<file path="src/rtl/lpfp_pkg.sv">
package lpfp_pkg;

   localparam int LEN_WIDTH = 16;            // declared length accumulator width, 4..32
   localparam int LEN_OUT_WIDTH = 16;        // body_length port width
   localparam int COUNT_WIDTH = 16;          // body byte counter width
   localparam int MAX_LEN_WIDTH = 16;        // max_body_length register width
   localparam int BYTE_WIDTH = 8;
   localparam int STATUS_WIDTH = 3;
   localparam int POS_WIDTH = 3;
   localparam int MARKER_LEN = 5;

   // wide enough for accum*10+9 and for every compare operand
   localparam int WIDE_WIDTH = (LEN_WIDTH + 4 > 16) ? LEN_WIDTH + 4 : 16;

   localparam logic [MAX_LEN_WIDTH-1:0] MAX_LEN_RESET = '1;
   localparam logic [BYTE_WIDTH-1:0] CHAR_NEWLINE = 8'h0A;
   localparam logic [BYTE_WIDTH-1:0] CHAR_ZERO = "0";
   localparam logic [BYTE_WIDTH-1:0] CHAR_NINE = "9";

   typedef enum logic [1:0] {
      PH_HUNT = 2'd0,
      PH_LEN  = 2'd1,
      PH_BODY = 2'd2
   } phase_type;

   typedef enum logic [STATUS_WIDTH-1:0] {
      ST_HEADER = 3'd0,
      ST_BODY   = 3'd1,
      ST_LAST   = 3'd2,
      ST_ERROR  = 3'd3,
      ST_EMPTY  = 3'd4
   } status_type;

   typedef struct packed {
      phase_type              phase;
      logic [POS_WIDTH-1:0]   marker_pos;
      logic [LEN_WIDTH-1:0]   length_accum;
      logic [COUNT_WIDTH-1:0] body_count;
   } state_type;

   typedef struct packed {
      status_type               status;
      logic [BYTE_WIDTH-1:0]    body_byte;
      logic [LEN_OUT_WIDTH-1:0] body_length;
      logic                     message_end;
   } result_type;

   localparam state_type STATE_RESET = '{
      phase: PH_HUNT, marker_pos: '0, length_accum: '0, body_count: '0};

   function automatic logic [BYTE_WIDTH-1:0] marker_char(input logic [POS_WIDTH-1:0] pos);
      logic [BYTE_WIDTH-1:0] c;
      case (pos)
         3'd0: c = "S";
         3'd1: c = "T";
         3'd2: c = "A";
         3'd3: c = "R";
         3'd4: c = "T";
         default: c = CHAR_NEWLINE;
      endcase
      return c;
   endfunction

endpackage

</file>
<file path="src/rtl/lpfp_step.sv">
module lpfp_step (
   input  lpfp_pkg::state_type                       cur,
   input  logic [lpfp_pkg::BYTE_WIDTH-1:0]           in_byte,
   input  logic [lpfp_pkg::MAX_LEN_WIDTH-1:0]        max_len,
   output lpfp_pkg::state_type                       nxt,
   output lpfp_pkg::result_type                      res
);

   localparam int W = lpfp_pkg::WIDE_WIDTH;

   logic         is_digit;
   logic         is_newline;
   logic [W-1:0] accum_wide;
   logic [W-1:0] accum_next;
   logic [W-1:0] count_wide;
   logic [W-1:0] max_wide;
   logic [lpfp_pkg::COUNT_WIDTH-1:0] count_inc;
   logic         error;

   assign is_digit   = (in_byte >= lpfp_pkg::CHAR_ZERO) && (in_byte <= lpfp_pkg::CHAR_NINE);
   assign is_newline = (in_byte == lpfp_pkg::CHAR_NEWLINE);
   assign accum_wide = W'(cur.length_accum);
   assign max_wide   = W'(max_len);
   // accum*10 + digit; '0' is 0x30 so the low nibble is the digit value
   assign accum_next = (accum_wide << 3) + (accum_wide << 1) + W'(in_byte[3:0]);
   assign count_inc  = cur.body_count + 1'b1;
   assign count_wide = W'(count_inc);

   always_comb begin
      nxt   = cur;
      error = 1'b0;
      res.status      = lpfp_pkg::ST_HEADER;
      res.body_byte   = '0;
      res.body_length = '0;
      res.message_end = 1'b0;

      case (cur.phase)
         lpfp_pkg::PH_LEN: begin
            if (is_digit) begin
               if (accum_next > max_wide || (accum_next >> lpfp_pkg::LEN_WIDTH) != '0) begin
                  error = 1'b1;
               end else begin
                  nxt.length_accum = accum_next[lpfp_pkg::LEN_WIDTH-1:0];
                  res.body_length  = accum_next[lpfp_pkg::LEN_OUT_WIDTH-1:0];
               end
            end else if (is_newline) begin
               res.body_length = accum_wide[lpfp_pkg::LEN_OUT_WIDTH-1:0];
               if (cur.length_accum == '0) begin
                  res.status      = lpfp_pkg::ST_EMPTY;
                  res.message_end = 1'b1;
                  nxt             = lpfp_pkg::STATE_RESET;
               end else begin
                  nxt.phase      = lpfp_pkg::PH_BODY;
                  nxt.body_count = '0;
               end
            end else begin
               error = 1'b1;
            end
         end
         lpfp_pkg::PH_BODY: begin
            res.body_byte   = in_byte;
            res.body_length = accum_wide[lpfp_pkg::LEN_OUT_WIDTH-1:0];
            if (count_wide >= accum_wide) begin
               res.status      = lpfp_pkg::ST_LAST;
               res.message_end = 1'b1;
               nxt             = lpfp_pkg::STATE_RESET;
            end else begin
               res.status     = lpfp_pkg::ST_BODY;
               nxt.body_count = count_inc;
            end
         end
         default: begin
            // marker hunt; the unused phase code lands here too
            if (cur.marker_pos < lpfp_pkg::POS_WIDTH'(lpfp_pkg::MARKER_LEN)) begin
               if (in_byte == lpfp_pkg::marker_char(cur.marker_pos)) begin
                  nxt.marker_pos = cur.marker_pos + 1'b1;
               end else begin
                  error = 1'b1;
               end
            end else if (is_newline) begin
               nxt.phase        = lpfp_pkg::PH_LEN;
               nxt.length_accum = '0;
            end else begin
               error = 1'b1;
            end
         end
      endcase

      if (error) begin
         res.status      = lpfp_pkg::ST_ERROR;
         res.body_byte   = '0;
         res.body_length = '0;
         res.message_end = 1'b1;
         nxt             = lpfp_pkg::STATE_RESET;
      end
   end

endmodule

</file>
<file path="src/rtl/length_prefixed_frame_parser.sv">
// A byte taken in at one edge is held in the input register; the combinational step then
// writes its result into the result register that drives rsp_, unless rsp_stall holds it.
// Throughput: one byte per cycle while the result is not stalled; the parse state is updated
// by a single combinational step between the input register and the result register.
// Reset (synchronous): marker hunt, counters cleared, no result pending,
// max_body_length back to 65535.
module length_prefixed_frame_parser (
   input  logic                                  clock,
   input  logic                                  reset,

   input  logic                                  req_valid,
   output logic                                  req_stall,
   input  logic [lpfp_pkg::BYTE_WIDTH-1:0]       req_in_byte,

   output logic                                  rsp_valid,
   input  logic                                  rsp_stall,
   output logic [lpfp_pkg::STATUS_WIDTH-1:0]     rsp_status,
   output logic [lpfp_pkg::BYTE_WIDTH-1:0]       rsp_body_byte,
   output logic [lpfp_pkg::LEN_OUT_WIDTH-1:0]    rsp_body_length,
   output logic                                  rsp_message_end,

   input  logic                                  csr_valid,
   output logic                                  csr_ready,
   input  logic [lpfp_pkg::MAX_LEN_WIDTH-1:0]    csr_max_body_length
);

   logic                                   in_valid_ff;
   logic                                   in_valid_in;
   logic [lpfp_pkg::BYTE_WIDTH-1:0]        in_byte_ff;
   logic                                   out_valid_ff;
   lpfp_pkg::result_type                   out_ff;
   lpfp_pkg::state_type                    state_ff;
   lpfp_pkg::state_type                    state_in;
   lpfp_pkg::result_type                   res_in;
   logic [lpfp_pkg::MAX_LEN_WIDTH-1:0]     max_len_ff;
   logic                                   advance;

   // result register can take a new value when empty or being drained
   assign advance     = !out_valid_ff || !rsp_stall;
   assign req_stall   = in_valid_ff && !advance;
   assign in_valid_in = req_valid && !req_stall;
   assign csr_ready   = 1'b1;

   lpfp_step u_step (
      .cur     (state_ff),
      .in_byte (in_byte_ff),
      .max_len (max_len_ff),
      .nxt     (state_in),
      .res     (res_in)
   );

   always_ff @(posedge clock) begin
      if (reset) begin
         in_valid_ff  <= 1'b0;
         out_valid_ff <= 1'b0;
         state_ff     <= lpfp_pkg::STATE_RESET;
         max_len_ff   <= lpfp_pkg::MAX_LEN_RESET;
      end else begin
         if (!req_stall) begin
            in_valid_ff <= in_valid_in;
         end
         if (advance) begin
            out_valid_ff <= in_valid_ff;
            if (in_valid_ff) begin
               state_ff <= state_in;
            end
         end
         if (csr_valid && csr_ready) begin
            max_len_ff <= csr_max_body_length;
         end
      end
   end

   always_ff @(posedge clock) begin
      if (in_valid_in) begin
         in_byte_ff <= req_in_byte;
      end
      if (advance && in_valid_ff) begin
         out_ff <= res_in;
      end
   end

   assign rsp_valid       = out_valid_ff;
   assign rsp_status      = out_ff.status;
   assign rsp_body_byte   = out_ff.body_byte;
   assign rsp_body_length = out_ff.body_length;
   assign rsp_message_end = out_ff.message_end;

`ifndef ASSERT_OFF
   a_end_matches_status: assert property (@(posedge clock) disable iff (reset)
      rsp_valid |-> rsp_message_end == (out_ff.status == lpfp_pkg::ST_LAST ||
                                        out_ff.status == lpfp_pkg::ST_ERROR ||
                                        out_ff.status == lpfp_pkg::ST_EMPTY))
      else $error("message_end disagrees with status");

   a_error_clears_payload: assert property (@(posedge clock) disable iff (reset)
      rsp_valid && out_ff.status == lpfp_pkg::ST_ERROR |->
         rsp_body_length == '0 && rsp_body_byte == '0)
      else $error("error result carries payload");

   a_body_needs_length: assert property (@(posedge clock) disable iff (reset)
      state_ff.phase == lpfp_pkg::PH_BODY |-> state_ff.length_accum != '0)
      else $error("body phase with zero declared length");

   a_marker_pos_range: assert property (@(posedge clock) disable iff (reset)
      state_ff.marker_pos <= lpfp_pkg::POS_WIDTH'(lpfp_pkg::MARKER_LEN))
      else $error("marker position past the marker");
`endif

endmodule

</file>
<file path="config.mk">
export PLATFORM = sky130hd
export DESIGN_NAME = length_prefixed_frame_parser
export DESIGN_NICKNAME = d
export VERILOG_FILES = /design/src/rtl/lpfp_pkg.sv /design/src/rtl/lpfp_step.sv /design/src/rtl/length_prefixed_frame_parser.sv
export SDC_FILE = /design/constraint.sdc
export NUM_CORES = 1
export LEC_CHECK = 0
export ABC_AREA = 1
export BUFFER_PORTS_ARGS = -buffer_cell sky130_fd_sc_hd__clkbuf_2
export CORE_ASPECT_RATIO = 1.1
export CORE_UTILIZATION = 45
export CTS_CLUSTER_DIAMETER = 60
export DETAILED_ROUTE_END_ITERATION = 8
export GPL_TIMING_DRIVEN = 0
export PLACE_DENSITY_LB_ADDON = 0.2
export SYNTH_ARGS = -nofsm -noshare
export SYNTH_HDL_FRONTEND = slang
export SYNTH_SLANG_ARGS = --single-unit
</file>
<file path="constraint.sdc">
create_clock -name clock -period 3.75 [get_ports clock]
set_input_delay 0 -clock clock [delete_from_list [all_inputs] [get_ports clock]]
set_output_delay 0 -clock clock [all_outputs]
set_load 0.1 [all_outputs]
</file>
# Word-level counts from Yosys, hierarchy flattened
# Index checks and enable logic that the tools add are counted.
# Widths: inputs -> output; s select.
# op_classes
add_sub_neg	4
multipliers	0
div_mod_pow	0
order_cmp	5
eq_ne	16
shifts	0
mux	39
bitwise_logic	1
reduce_logical	25
# ops
op	count
$mux 16	8
$mux 37	2
$pmux 21 s2	1
$pmux 17 s2	1
$pmux 16 s2	1
$pmux 7 s4	1
$mux 21	1
$add 19x17->20	1
$add 20x4->20	1
$gt 20x16->1	1
$reduce_bool 20->1	1
$mux 19	1
$mux 17	1
$add 16x1->16 const B	1
$ge 16x16->1	1
$logic_not 16->1	1
$mux 8	2
$reduce_and 8->1	2
$mux 3	5
$reduce_bool 4->1	3
$ne 3x1->1 const B	3
$eq 8x4->1 const B	1
$eq 8x8->1	1
$ge 8x6->1 const B	1
other kinds (26)	48
# word_totals
regBits	91
latchBits	0
mem_bits_rw	0
rom_bits	0
in_bits	29
elab_cells	102
memories	0

# Longest topological paths before layout
# Gate-level depths: netlist of the first run.
# logic_depth
ltp_word	11
mapped_depth	32
depth_no_buf	31

# Cells and area by module
# A second synthesis of the first run with hierarchy kept.
# hier_totals
cells_unflattened	1243
area_unflattened_um2	8051.5
# by_module_without_submodules
mod	n_inst	cells_each	area_per_inst_um2
lpfp_step	1	881	4664.5
length_prefixed_frame_parser	1	362	3387.0

# Worst setup path after synthesis of the first run
# Ideal clock, no wire load.
# synth_timing
path_type	register -> register
from	reg in_byte_ff[3] in the netlist's numbering
to	reg state_ff[9] in the netlist's numbering
setup_time_ps	135
arrival_time_ps	3778
slack_ps	-162
path_stages_with_launch	28
cell_sequence	edfxtp_1 inv_1 fa_1 inv_1 fa_1 nand2_2 nand2_1 nand3b_1 nand2_1 a31oi_1 xor2_1 inv_1 ha_1 nand2_1 nor2_1 a211oi_1 nand2_1 nand2_1 nand4_1 nand2_2 nand2_8 nand2_8 nand2_2 nand2_2 inv_2 buf_6 o21ai_1 nor2_1
# synth_between
elab_chain_len	8
# synth_lines
element	line	text
from (decl)	length_prefixed_frame_parser.sv:29	logic [lpfp_pkg::BYTE_WIDTH-1:0] in_byte_ff;
from (signal assigned)	length_prefixed_frame_parser.sv:76	in_byte_ff <= req_in_byte;
$add 20x4->20	lpfp_step.sv:25	assign accum_next = (accum_wide << 3) + (accum_wide << 1) + W'(in_byte[3:0]);
$gt 20x16->1 or $reduce_bool 20->1 (tied branches)	lpfp_step.sv:40	if (accum_next > max_wide || (accum_next >> lpfp_pkg::LEN_WIDTH) != '0) begin
$logic_or 1x1->1	lpfp_step.sv:40	
$mux 1	lpfp_step.sv:40	
$mux 1	lpfp_step.sv:39	if (is_digit) begin
$pmux 1 s2	lpfp_step.sv:37	case (cur.phase)
$ne 3x3->1 (no line) (tied with other cells)	--	
$reduce_and 5->1 (no line)	--	
to (signal assigned)	length_prefixed_frame_parser.sv:56	state_ff <= lpfp_pkg::STATE_RESET;
to (signal assigned)	length_prefixed_frame_parser.sv:65	state_ff <= state_in;
to (decl)	length_prefixed_frame_parser.sv:32	lpfp_pkg::state_type state_ff;
# Parallel ways exist; a longest one is shown, timed or not.
# A chain may end at the register's enable or synchronous reset.

# Final worst setup path of the first run
# layout_timing
from	reg in_byte_ff[3] in the netlist's numbering
to	reg out_ff (netlist bit rsp_body_length[9]) (data pin)
# layout_between
elab_chain_len	6
# layout_lines
element	line	text
$add 20x4->20	lpfp_step.sv:25	
$gt 20x16->1 or $reduce_bool 20->1 (tied branches)	lpfp_step.sv:40	
$logic_or 1x1->1	lpfp_step.sv:40	
$mux 16 or $mux 1 (tied branches)	lpfp_step.sv:40	
$mux 16 or $mux 1 (tied branches)	lpfp_step.sv:39	
$pmux 17 s2 or $pmux 1 s2 (tied branches)	lpfp_step.sv:37	
to (signal assigned)	length_prefixed_frame_parser.sv:79	out_ff <= res_in;
to (decl)	length_prefixed_frame_parser.sv:31	lpfp_pkg::result_type out_ff;
# Parallel ways exist; a longest one is shown, timed or not.

==> results of run 1 <==
[placed cells by master (no fill, tap or decap), types with 7 or more instances in the layout]
cell type,Yosys,final
nand4_1,13,13
clkbuf_2,0,57
xnor2_1,9,7
dfxtp_1,55,45
ha_1,70,59
dlygate4sd3_1,0,28
inv_1,108,102
nand2_2,12,17
inv_2,9,13
o21ai_0,36,27
a21oi_1,48,46
xor2_1,18,14
nor2_2,19,15
o21ai_2,7,14
nand2_1,169,153
dfxtp_2,0,8
clkbuf_1,9,8
o21ai_1,13,9
edfxtp_1,36,36
nor2_1,97,89
nand3_1,46,37
nand2_4,1,12
nor2_4,0,12
buf_6,3,15
buf_4,4,25
nand3_2,1,9
clkbuf_16,0,12
ha_4,0,8
[through the flow]
step / util / std cells
after floorplan: - / 833
after global placement: 0.499 / 1078
after detailed placement: 0.499 / 1078
after CTS: 0.579 / 1147
after global routing: 0.623 / 1160
final: 0.623 / 1160
[area by class of cell]
cell class | instances | area (um2) | share of cell area
inverter | 118 | 464 | 0.0540
sequential | 91 | 2200 | 0.256
buffer | 21 | 179 | 0.0208
clock inverter | 7 | 116 | 0.0135
multi-input combinational | 603 | 4200 | 0.489
timing repair buffer | 123 | 973 | 0.113
tap | 188 | 235 | 0.0274
clock buffer | 9 | 225 | 0.0262
[sequential cells by signal (all words and copies together) (netlist names)]
register,flops
state_ff,37
max_len_ff,16
rsp_body_length,16
in_byte_ff,8
rsp_body_byte,8
rsp_status,3
in_valid_ff,1
rsp_message_end,1
rsp_valid,1
[path summary, 6_finish.rpt]
check	depth (start not counted)	slack, ps	endpoint
max	24	-370	rsp_body_length[9]
min reg2reg	2	470	max_len_ff[11]
min	3	70	max_len_ff[2]
max reg2reg	24	-370	rsp_body_length[9]
[critical path, delay by kind of cell, from the launching register on]
family                   cells  cell delay (ps)
XOR/XNOR                     1              180
buffers and inverters        6              700
adder cells (fa/ha/maj)      3             1150
flip-flops                   1              380
AND/OR/NAND/NOR             11             1090
AO/OA/AOI/OAI                3              460
[cells by family after synthesis]
| kind of cell | synth area share |
|---|---|
| flip-flops | 0.344 |
| AND/OR/NAND/NOR | 0.270 |
| AO/OA/AOI/OAI | 0.110 |
| buffers and inverters | 0.0926 |
| adder cells (fa/ha/maj) | 0.145 |
| other | 0.000592 |
| XOR/XNOR | 0.0373 |
[layer usage]
metal	share of wire	GRT usage	up-vias	routed length, um
met5	0	0	-	0
met4	0.032	0.112	0	531
met2	0.48	0.393	112	8050
met1	0.46	0.311	2722	7670
met3	0.032	0.0315	31	531
li1	-	-	2994	-
[power breakdown]
group          switching (mW)  internal, mW
sequential             0.0604          1.10
combinational           0.636         0.400
clock                   0.405         0.649
total                    1.10          2.15
[repair_timing]
action	4_1_cts	5_1_grt
gates resized for setup	72	95
pin swaps	28	30
endpoints found under the setup margin	57	57
hold buffers	28	0
cloned	3	3
hold endpoints to repair	26	0
setup buffers	22	10
==> flow_summary.ini, run 1 <==
[synthesis]
yosysUniqueCellTypes = 49
yosysWarningCount = 0
synth_common_cells = nand2_1, inv_1, nor2_1
yosysSeqAreaShare = 0.344
synth_enable_flop_cells = 36
async_flop_share = 0
syn_area_per_cell_um2 = 7.61
yosysTopAreaCellShare = 0.174
yosysMostFrequentCell = nand2_1
syn_area_um2 = 6340
synth_area_leaders = dfxtp_1, edfxtp_1, ha_1
ys_ff_latch = 91
ys.flop_type = dfxtp_1
syn-instance-count = 833
synth_nets = 934
yosysTopAreaCell = dfxtp_1

[critical_path]
critPathKind = reg -> reg
path_cells = inv_2, fa_1, inv_2, fa_2, nand2_4, nand2_2, nand3b_1, nand2_4, a31oi_4, xor2_2, inv_2, ha_4, nand2_4, nor2_2, a211oi_2, nand2_1, nand2_2, nand4_1, nand2_2, buf_4, buf_4, nand3_4, clkbuf_16, o21ai_2
worstSetupStartpoint = in_byte_ff[3]
cp_slowest_cell = fa_1
critPathLaunchType = register
path_max_fanout = 8
end_kind = register
slowest_delay_ps = 520
cp_data_required_time_ps = 3960
timing.rr.start = in_byte_ff[3]
arrival_ps = 4330

[final_layout]
num-fill-cells = 1176
area_growth_pct = 35.6
layout.nets = 1068
diodes = 0
drive_gt1_frac = 0.280
stdcell_area_um2 = 8590

[route]
drt_first_pass_iters = 5
wl_per_cell_um = 14.5
via_per_inst = 5.05
drt-initial-drc-count = 334
ant_nets = 0
wirelength_mm = 16.8
dr_total_vias = 5859
drc = 0

[power]
ir_worst_vdd_v = 0.000213
powerDensity_nw_per_um2 = 378
p_total_mw = 3.25
power_leakage_nw = 4.08

[hold_path]
min_from = reset
hp-class = in -> reg

[floorplanning]
start_util = 0.459
dieArea_um2 = 14600
ios = 60
rows = 45
dieHeight_um = 126
core_area_um2 = 13800
fp.dieW_um = 115

[timing]
maxSlewHeadroom = 0.149
setup_ws_ps = -374
totalNegativeSetupSlack_ps = -17470
holdWs_ps = 73.3
clock.fmax_mhz = 242
max_slew.worst_pin.slew_ps = 1270
hold_viol = 0
drv_slew = 0
finalSetupViolCount = 57
period_share = 1.10
rsz0062_at_grt = yes
fin_skew_ps = 7.73
fin_crit_ps = 4120

[clock_network]
clockBufferDepth = 2
clock_latency_ps = 360
cts_buffers = 9
clk_pin_slew_ps = 70
clock_sinks = 91
htree_levels = 3
cts_tree = yes
cts-root-buf = clkbuf_16

[global_route]
grt_pass1_wl_mm = 26.8
grt_max_degree = 30
antenna_found_initial = 0
grt-ovfl-total = 0
grt_pass1_vias = 5487
grt_usage = 0.239

[place]
post-place-ws_ps = -937
dp_hpwl_mm = 12.0
routabilityCongestion = 0.831
dpl-instance-area_um2 = 6880
io_buffers = 57

[outcome]
status = complete, but fails checks
violations = setup timing

[job]
maxCapViolCount = 0
No activity file was read; power rests on OpenSTA's default activity.
==> inputs of run 2 (changes only) <==
Settings changed: CTS_CLUSTER_DIAMETER 60 to 50, MAX_ROUTING_LAYER from default to met4.
==> run 2 against run 1 <==
Compared with the run above:
- global-route usage rose by 0.68 points
- final cell count did not move
- power fell by 0.27%
- die area did not move
- via count fell by 0.82%
- count of clock-buffer cells in the layout did not move
- design area barely moved
- critical path depth did not move
- the run still ends with setup timing left
- core utilization barely moved
- non-clock buffer count did not move
- fmax rose by 0.51%
==> flow_summary.ini, run 2 (same netlist as run 1, synthesis figures left out) <==
[floorplanning]
ios = 60
start_util = 0.459
fp.dieW_um = 115
rows = 45
core_area_um2 = 13800
dieArea_um2 = 14600
dieHeight_um = 126

[clock_network]
clockBufferDepth = 2
htree_levels = 3
cts-root-buf = clkbuf_16
cts_tree = yes
cts_buffers = 9
clk_pin_slew_ps = 70
clock_sinks = 91
clock_latency_ps = 350

[global_route]
grt-ovfl-total = 0
grt_max_degree = 30
grt_pass1_wl_mm = 26.8
grt_usage = 0.246
antenna_found_initial = 0
grt_pass1_vias = 5477

[final_layout]
multi_input_comb_area_um2 = 4200
utilization = 0.623
stdcell_area_um2 = 8590
diodes = 0
layout_common_cells = nand2_1, inv_1, nor2_1, ha_1, clkbuf_2
largest_reg_flops = 37
regArea_um2 = 2200
layout_commonest_cell = nand2_1
layout.nets = 1068
drive_gt1_frac = 0.279
regMostFlops = state_ff
num-fill-cells = 1177
area_growth_pct = 35.5

[route]
ant_nets = 0
wl_met1_mm = 7.56
met3_length_um = 560
wl_met2_mm = 8.06
wirelength_mm = 16.7
drc = 0
drt-initial-drc-count = 359
drt_first_pass_iters = 5
top_layer_used = met4
dr_total_vias = 5811
wl_per_cell_um = 14.4
via_per_inst = 5.01

[timing]
clock.fmax_mhz = 244
hold_viol = 0
setup_ws_ps = -353
max_slew.worst_pin.slew_ps = 1290
maxSlewHeadroom = 0.137
drv_slew = 0
rsz0062_at_grt = yes
holdWs_ps = 79.3
fin_crit_ps = 4100
fin_skew_ps = 7.07
period_share = 1.09
finalSetupViolCount = 56

[hold_path]
hp-class = in -> reg

[place]
io_buffers = 57
dpl-instance-area_um2 = 6880
dp_hpwl_mm = 12.0
routabilityCongestion = 0.844

[power]
powerDensity_nw_per_um2 = 377
ir_worst_vdd_v = 0.000212
power_leakage_nw = 4.08

[outcome]
status = complete, but fails checks
violations = setup timing

[critical_path]
critPathKind = reg -> reg
path_max_fanout = 8
path_cells = inv_2, fa_1, inv_2, fa_2, nand2_4, nand2_2, nand3b_1, nand2_4, a31oi_4, xor2_2, inv_2, ha_4, nand2_4, nor2_2, a211oi_2, nand2_1, nand2_2, nand4_1, nand2_2, buf_4, buf_4, nand3_4, clkbuf_16, o21ai_2
cp_slowest_cell = fa_1
slowest_delay_ps = 530
critPathLaunchType = register
arrival_ps = 4310
cp_data_required_time_ps = 3950
end_kind = register

[job]
maxCapViolCount = 0
[run 2: cell counts in the layout (fill, tap and decap cells not counted)]
No cell type changed its count.
[run 2: through the flow]
stage,worst slack [ps],std cells,TNS (ps),power (mW)
2_1_floorplan,-59.1,833,-949,1.76
3_3_place_gp,-931,1078,-41170,1.94
3_5_place_dp,-937,1078,-42880,1.95
4_1_cts,-358,1147,-16810,3.12
5_1_grt,-510,1160,-25920,3.40
6_report,-353,1160,-16480,3.24
[run 2: cell type report]
class                   count  area share
repair buffers            123       0.113
well taps                 188      0.0274
plain buffers              21      0.0208
clock inverters             7      0.0135
clock buffers               9      0.0262
multi-input cells         603       0.488
inverters                 118      0.0541
flip-flops and latches     91       0.256
[run 2: metal layers]
layer | GRT usage | vias to the layer above
met5 | - | -
met4 | 0.112 | 0
met1 | 0.311 | 2672
li1 | - | 3000
met3 | 0.0301 | 28
met2 | 0.393 | 111
[run 2: critical path: cells and delay by family (launching register included)]
family                   cells  cell delay (ps)
adder cells (fa/ha/maj)      3             1160
AND/OR/NAND/NOR             11             1070
XOR/XNOR                     1              180
AO/OA/AOI/OAI                3              460
buffers and inverters        6              700
flip-flops                   1              380
[run 2: final timing paths]
kind | startpoint | endpoint | slack (ps) | depth (start not counted)
worst max register to register | in_byte_ff[3] | rsp_body_length[8] | -350 | 24
worst max-delay path | in_byte_ff[3] | rsp_body_length[8] | -350 | 24
worst min-delay path | reset | max_len_ff[2] | 80 | 3
worst min register to register | max_len_ff[11] | max_len_ff[11] | 470 | 2
[run 2: repair_timing]
action / 4_1_cts / 5_1_grt
endpoints found under the hold margin: 26 / 0
hold buffers: 28 / 0
endpoints found under the setup margin: 57 / 57
pin swaps: 28 / 30
buffers inserted: 22 / 10
cloned: 3 / 3
gates resized for setup: 72 / 94
[run 2: power by group]
part	total, mW	internal [mW]	switching, mW
sequential	1.16	1.10	0.0602
combinational	1.03	0.399	0.634
clock	1.05	0.649	0.399
